<file path="config.mk">
export PLATFORM = sky130hd
export DESIGN_NAME = fftc_queue
export DESIGN_NICKNAME = d
export VERILOG_FILES = /design/src/hw/rtl/fftc_pkg.sv /design/src/hw/rtl/fftc_queue.sv
export SDC_FILE = /design/constraint.sdc
export NUM_CORES = 1
export LEC_CHECK = 0
export ABC_CLOCK_PERIOD_IN_PS = 4200
export BUFFER_PORTS_ARGS = -buffer_cell sky130_fd_sc_hd__buf_4
export CORE_ASPECT_RATIO = 0.7
export CORE_MARGIN = 2
export CORE_UTILIZATION = 51
export CTS_BUF_LIST = sky130_fd_sc_hd__clkbuf_16
export DETAILED_ROUTE_END_ITERATION = 16
export PLACE_DENSITY = 0.8
export RECOVER_POWER = 50
export SETUP_SLACK_MARGIN = 0.4
export SYNTH_ARGS = -nofsm -noshare
export SYNTH_HDL_FRONTEND = slang
export SYNTH_SLANG_ARGS = --single-unit
export TNS_END_PERCENT = 5
</file>
<file path="constraint.sdc">
create_clock -name clk -period 4.2 [get_ports clk]
set_input_delay 0.84 -clock clk [delete_from_list [all_inputs] [get_ports clk]]
set_output_delay 0.84 -clock clk [all_outputs]
set_load 0.02 [all_outputs]
</file>
<file path="src/hw/rtl/fftc_pkg.sv">
// Package with shared constants, types and twiddle table for the FFT convolution block.
`timescale 1ns / 1ps
package fftc_pkg;
  localparam int MAX_N_DEF = 64;
  localparam int TWIDDLE_FRAC_DEF = 15;
  localparam int WW = 48;

  typedef struct packed {
    logic        mode;
    logic [15:0] re;
    logic [15:0] im;
    logic        last;
  } in_word_t;

  function automatic logic signed [25:0] qcos(input logic [4:0] r, input int frac);
    logic signed [25:0] q;
    int d;
    begin
      case (r)
        5'd0: q = 26'sd16777216;
        5'd1: q = 26'sd16696429;
        5'd2: q = 26'sd16454846;
        5'd3: q = 26'sd16054795;
        5'd4: q = 26'sd15500126;
        5'd5: q = 26'sd14796184;
        5'd6: q = 26'sd13949745;
        5'd7: q = 26'sd12968963;
        5'd8: q = 26'sd11863283;
        5'd9: q = 26'sd10643353;
        5'd10: q = 26'sd9320922;
        5'd11: q = 26'sd7908725;
        5'd12: q = 26'sd6420363;
        5'd13: q = 26'sd4870169;
        5'd14: q = 26'sd3273072;
        5'd15: q = 26'sd1644455;
        default: q = 26'sd0;
      endcase
      d = 24 - frac;
      if (d > 0) begin
        q = (q + (26'sd1 <<< (d - 1))) >>> d;
      end
      qcos = q;
    end
  endfunction

  function automatic logic signed [WW-1:0] sat48(input logic signed [WW+1:0] x);
    logic signed [WW+1:0] hi;
    logic signed [WW+1:0] lo;
    begin
      hi = (50'sd1 <<< (WW - 1)) - 50'sd1;
      lo = -hi - 50'sd1;
      if (x > hi) sat48 = hi[WW-1:0];
      else if (x < lo) sat48 = lo[WW-1:0];
      else sat48 = x[WW-1:0];
    end
  endfunction

  function automatic logic signed [30:0] sat31(input logic signed [WW-1:0] x);
    begin
      if (x > 48'sd1073741823) sat31 = 31'sd1073741823;
      else if (x < -48'sd1073741824) sat31 = -31'sd1073741824;
      else sat31 = x[30:0];
    end
  endfunction

  function automatic logic signed [39:0] sat40(input logic signed [WW-1:0] x);
    begin
      if (x > 48'sd549755813887) sat40 = 40'sd549755813887;
      else if (x < -48'sd549755813888) sat40 = -40'sd549755813888;
      else sat40 = x[39:0];
    end
  endfunction
endpackage

</file>
<file path="src/hw/rtl/fftc_queue.sv">
// Short queue of input words between the front and the compute engine.
`timescale 1ns / 1ps
module fftc_queue (
  input  logic              clk,
  input  logic              rst,
  input  logic              push,
  input  fftc_pkg::in_word_t din,
  output logic              full,
  input  logic              pop,
  output fftc_pkg::in_word_t dout,
  output logic              empty
);
  import fftc_pkg::*;
  in_word_t    slot [4];
  logic [1:0]  wp;
  logic [1:0]  rp;
  logic [2:0]  cnt;
  assign full = (cnt == 3'd4);
  assign empty = (cnt == 3'd0);
  assign dout = slot[rp];
  always_ff @(posedge clk) begin
    if (rst) begin
      wp <= '0;
      rp <= '0;
      cnt <= '0;
    end else begin
      if (push && !full) begin
        slot[wp] <= din;
        wp <= wp + 2'd1;
      end
      if (pop && !empty) rp <= rp + 2'd1;
      cnt <= cnt + 3'(push && !full) - 3'(pop && !empty);
    end
  end
endmodule

</file>
# After elaboration in Yosys (flattened, before gate mapping)
# Memory sizes are Yosys's and may differ from the RTL's. A register that Yosys moved wholly into a read port is not among the register bits.
# Index checks and enable logic that the tools add are counted.
[totals]
wordCells = 19
rom_bits = 0
n_memories = 1
output_inout_bits = 36
input_bits = 38
register_bits = 7
ramBits = 136
latch_bits = 0
[memory_table]
columns = ["name", "words", "word_bits", "rd", "rd_clocked_by_memory_dff", "write_ports", "line_no", "text"]
rows = [
  ["slot", 4, 34, 1, 1, 1, "fftc_queue.sv:14", "in_word_t slot [4];"],
]
[classes]
mul = 0
mux = 5
n_div = 0
n_bitwise = 0
order_cmp = 0
n_addsub = 4
reduce_logical = 5
n_shift = 0
n_eq_ne = 1
[op_table]
columns = ["op", "count"]
rows = [
  ["adder 2 x 1 -> 2 bit, second input constant", 2],
  ["two-way mux 2 bit", 2],
  ["adder 3 x 1 -> 3 bit", 1],
  ["== test 3 bit, second input constant", 1],
  ["logical NOT 3 bit", 1],
  ["two-way mux 1 bit", 3],
  ["subtractor 3 x 1 -> 3 bit", 1],
  ["logical AND 1 bit", 2],
  ["logical NOT 1 bit", 2],
]

# Logic depth before layout (Yosys ltp)
[depth]
depth_word = 6
mapped_depth = 10
depth_no_buf = 9

# Worst setup path after synthesis
# OpenSTA, ideal clock, no wires.
[synth_timing]
path_kind = "input -> register"
start = "input port rst"
end = "memory slot[1][0] (netlist bit), enable pin"
t_arrival_ns = 3.603
stages = 2
setup_ns = 0.475
path_slack_ns = 0.122
required_ns = 3.725
path_buffers = 1
path_cell_list = "clkbuf_1 > nor3b_1"
[synth_via]
elab_chain_len = 2
[synth_rtl]
columns = ["element", "line_no", "text"]
rows = [
  ["start: declaration", "fftc_queue.sv:5", "input logic rst,"],
  ["two-way mux 1 bit", "fftc_queue.sv:22", "if (rst) begin"],
  ["two-way mux 1 bit (implied by the code)", "fftc_queue.sv:28", "slot[wp] <= din;"],
  ["end: declaration", "fftc_queue.sv:14", ""],
]
# Every way passes these cells.

==> flow_summary.yaml <==
final_layout:
  diodes: 0
  stdcell_area_sq_um: 6604
  final_util_pct: 63.77
  fin_nets: 366
  area_growth_syn_to_layout_pct: 21.44
  drive_gt1_share_pct: 33.23
drt:
  antenna_left: 0
  drcViolationCount: 0
  drt-initial-drc-count: 226
  vias: 2550
  first_pass_iters: 5
  wl_um: 9547
  wl_per_cell_um: 20.49
  routed_via_density: 5.472
die:
  die_w_um: 127.4
  dieArea_sq_um: 11520
  die_h_um: 90.39
  pin_count: 74
  rows: 31
  start_util_pct: 52.51
  core-area_sq_um: 10360
clock_tree:
  clock_latency_ns: 0.40
  cts.sinks: 145
  cts_tree: "built"
  cts_hold_buf: 0
  cts_resized: 0
  cts_setup_buffers: 0
  cts_max_level: 4
  clock_path_buffers: 2
  clockRootBuffer: "clkbuf_16"
  cts-buffers-inserted: 17
  path_clk_slew_ns: 0.06
placed_design:
  io_buffers: 73
  place_area_sq_um: 6147
  dp_hpwl_um: 5971
  gp_congestion: 0.7067
logic_synthesis:
  synth_area_sq_um: 5438
  synth_top_area_share_pct: 75.10
  synth_top_cells_by_area: "edfxtp_1, mux4_2, dfxtp_1, mux4_1, ha_1"
  ys_seq_elements: 145
  ys_seq_area_share_pct: 78.42
  ys_warn_count: 0
  syn_nets: 274
  syn_avg_cell_area_sq_um: 23.75
  yosysMostFrequentCell: "edfxtp_1"
  yosysUniqueCellTypes: 26
  async_flop_share_pct: 0
  synth_common_cells: "edfxtp_1, mux4_2, dfxtp_1"
  synthCells: 229
  synth_edf_count: 136
  yosysTopAreaCell: "edfxtp_1"
  synth_flop_cell: "edfxtp_1"
grt:
  grtUsageTotal_pct: 17.98
  grt_pass1_wl_um: 15040
  grt_overflow: 0
  grt_antenna_before_repair: 0
  grt_pass1_vias: 2732
  grt_max_degree: 35
power:
  leakage_nw: 2.196
  power.density_nw_per_um2: 626.8
  p_total_w: 0.004139
  ir_worst_vdd_mv: 0.3494
worst_setup_path:
  timing.rr.start: "cnt[2]"
  critPathRequiredTime_ns: 3.36
  critPathArrivalTime_ns: 2.34
  end_kind: "output port"
  critical_path_class: "reg -> out"
  crit_fanout: 17
  start_kind: "flop"
job:
  max_cap_violations: 0
timing:
  timing.final.crit_share_pct: 75.60
  grt_setup_unrepaired: "false"
  drv_slew: 0
  min_period_ns: 3.175
  fin_skew_ns: 0.006008
  finalHoldViolCount: 0
  finalSetupViolCount: 0
  maxSlewHeadroom_pct: 41.66
  worstMarginPinSlew_ns: 0.8751
  finalSetupTns_ns: 0
  max_freq_mhz: 314.9
worst_hold_path:
  hold_path_class: "reg -> reg"
  min_from: "rp[1]"
run_status:
  status: "finished clean"
==> per-layer routing <==
metal	wire length (um)	GRT usage (%)	share of wire, %
met3	609	6.339	6.4
met2	4614	26.65	48
met4	90	5.952	0.94
met1	4231	25.33	44
met5	0	0	0
==> cell usage in the layout, fill, tap and decap left out <==
master,synthesis,layout
a21oi_1,2,2
buf_4,1,46
bufinv_16,0,3
clkbuf_1,2,37
clkbuf_16,0,17
clkinv_2,0,1
clkinv_4,0,4
clkinvlp_4,0,3
dfxtp_1,9,7
dfxtp_2,0,2
edfxtp_1,136,136
fa_1,1,1
ha_1,6,6
inv_1,7,8
inv_6,0,2
inv_8,0,1
mux2i_1,1,1
mux4_1,4,4
mux4_2,30,30
nand2_1,1,1
nand2b_1,3,3
nor2_1,3,3
nor2b_1,2,2
nor3_1,1,1
nor3b_1,4,3
nor3b_2,1,2
o21ai_0,2,2
o31ai_1,1,1
or3_1,2,2
xnor2_1,2,2
xor2_1,1,1
==> final timing paths <==
| path | endpoint | slack (ns) | cells after the start |
|---|---|---|---|
| worst max-delay path | dout[29] | 1.02 | 3 |
| worst min-delay path | flop | 0.52 | 2 |
| worst max register to register | cnt[2] | 1.84 | 9 |
| worst min register to register | flop | 0.52 | 2 |
==> flip-flops by register name (all words and copies together), names as in the netlist, named ones only <==
signal	cells
rp	2
slot	136
wp	2
cnt	3
==> kinds of logic after synthesis <==
group                      after synthesis  share of synthesized area, %
and+or+nand+nor                         17                         1.956
xor gates and xnor gates                 3                        0.4833
AOI/OAI and AO/OA                        5                        0.5063
muxes                                   35                         14.54
DFF                                    145                         78.42
buffers and inverters                   17                         2.347
adders and majority gates                7                         1.749
==> worst max-delay path: stages, from the launching register on <==
cell	delay, ns
dfxtp_2	0.70
buf_4	0.42
mux4_1	0.62
buf_4	0.18
==> through the flow <==
stage                     setup slack, ns  std cells  hold WS, ns
final                               1.025        466       0.5223
after global routing               0.8311        466       0.5298
after CTS                          0.9053        466       0.5236
after detailed placement            1.380        434       0.5142
after global placement              1.422        434       0.4606
after floorplan                    0.1220        229       0.4591
==> layout make-up <==
cell class / instances / area [sq um]
Timing Repair Buffer: 83 / 484.2
Tap cell: 132 / 165.2
Fill cell: 712 / 3752
Inverter: 7 / 26.28
Multi-Input combinational cell: 67 / 1051
Sequential cell: 145 / 4267
Clock inverter: 15 / 185.2
Clock buffer: 17 / 425.4
==> where the power goes <==
part / switching [W] / internal, W
Clock: 0.000564 / 0.000941
Sequential: 0.0000937 / 0.00168
Combinational: 0.000430 / 0.000432
No activity file was read; power rests on OpenSTA's default activity.
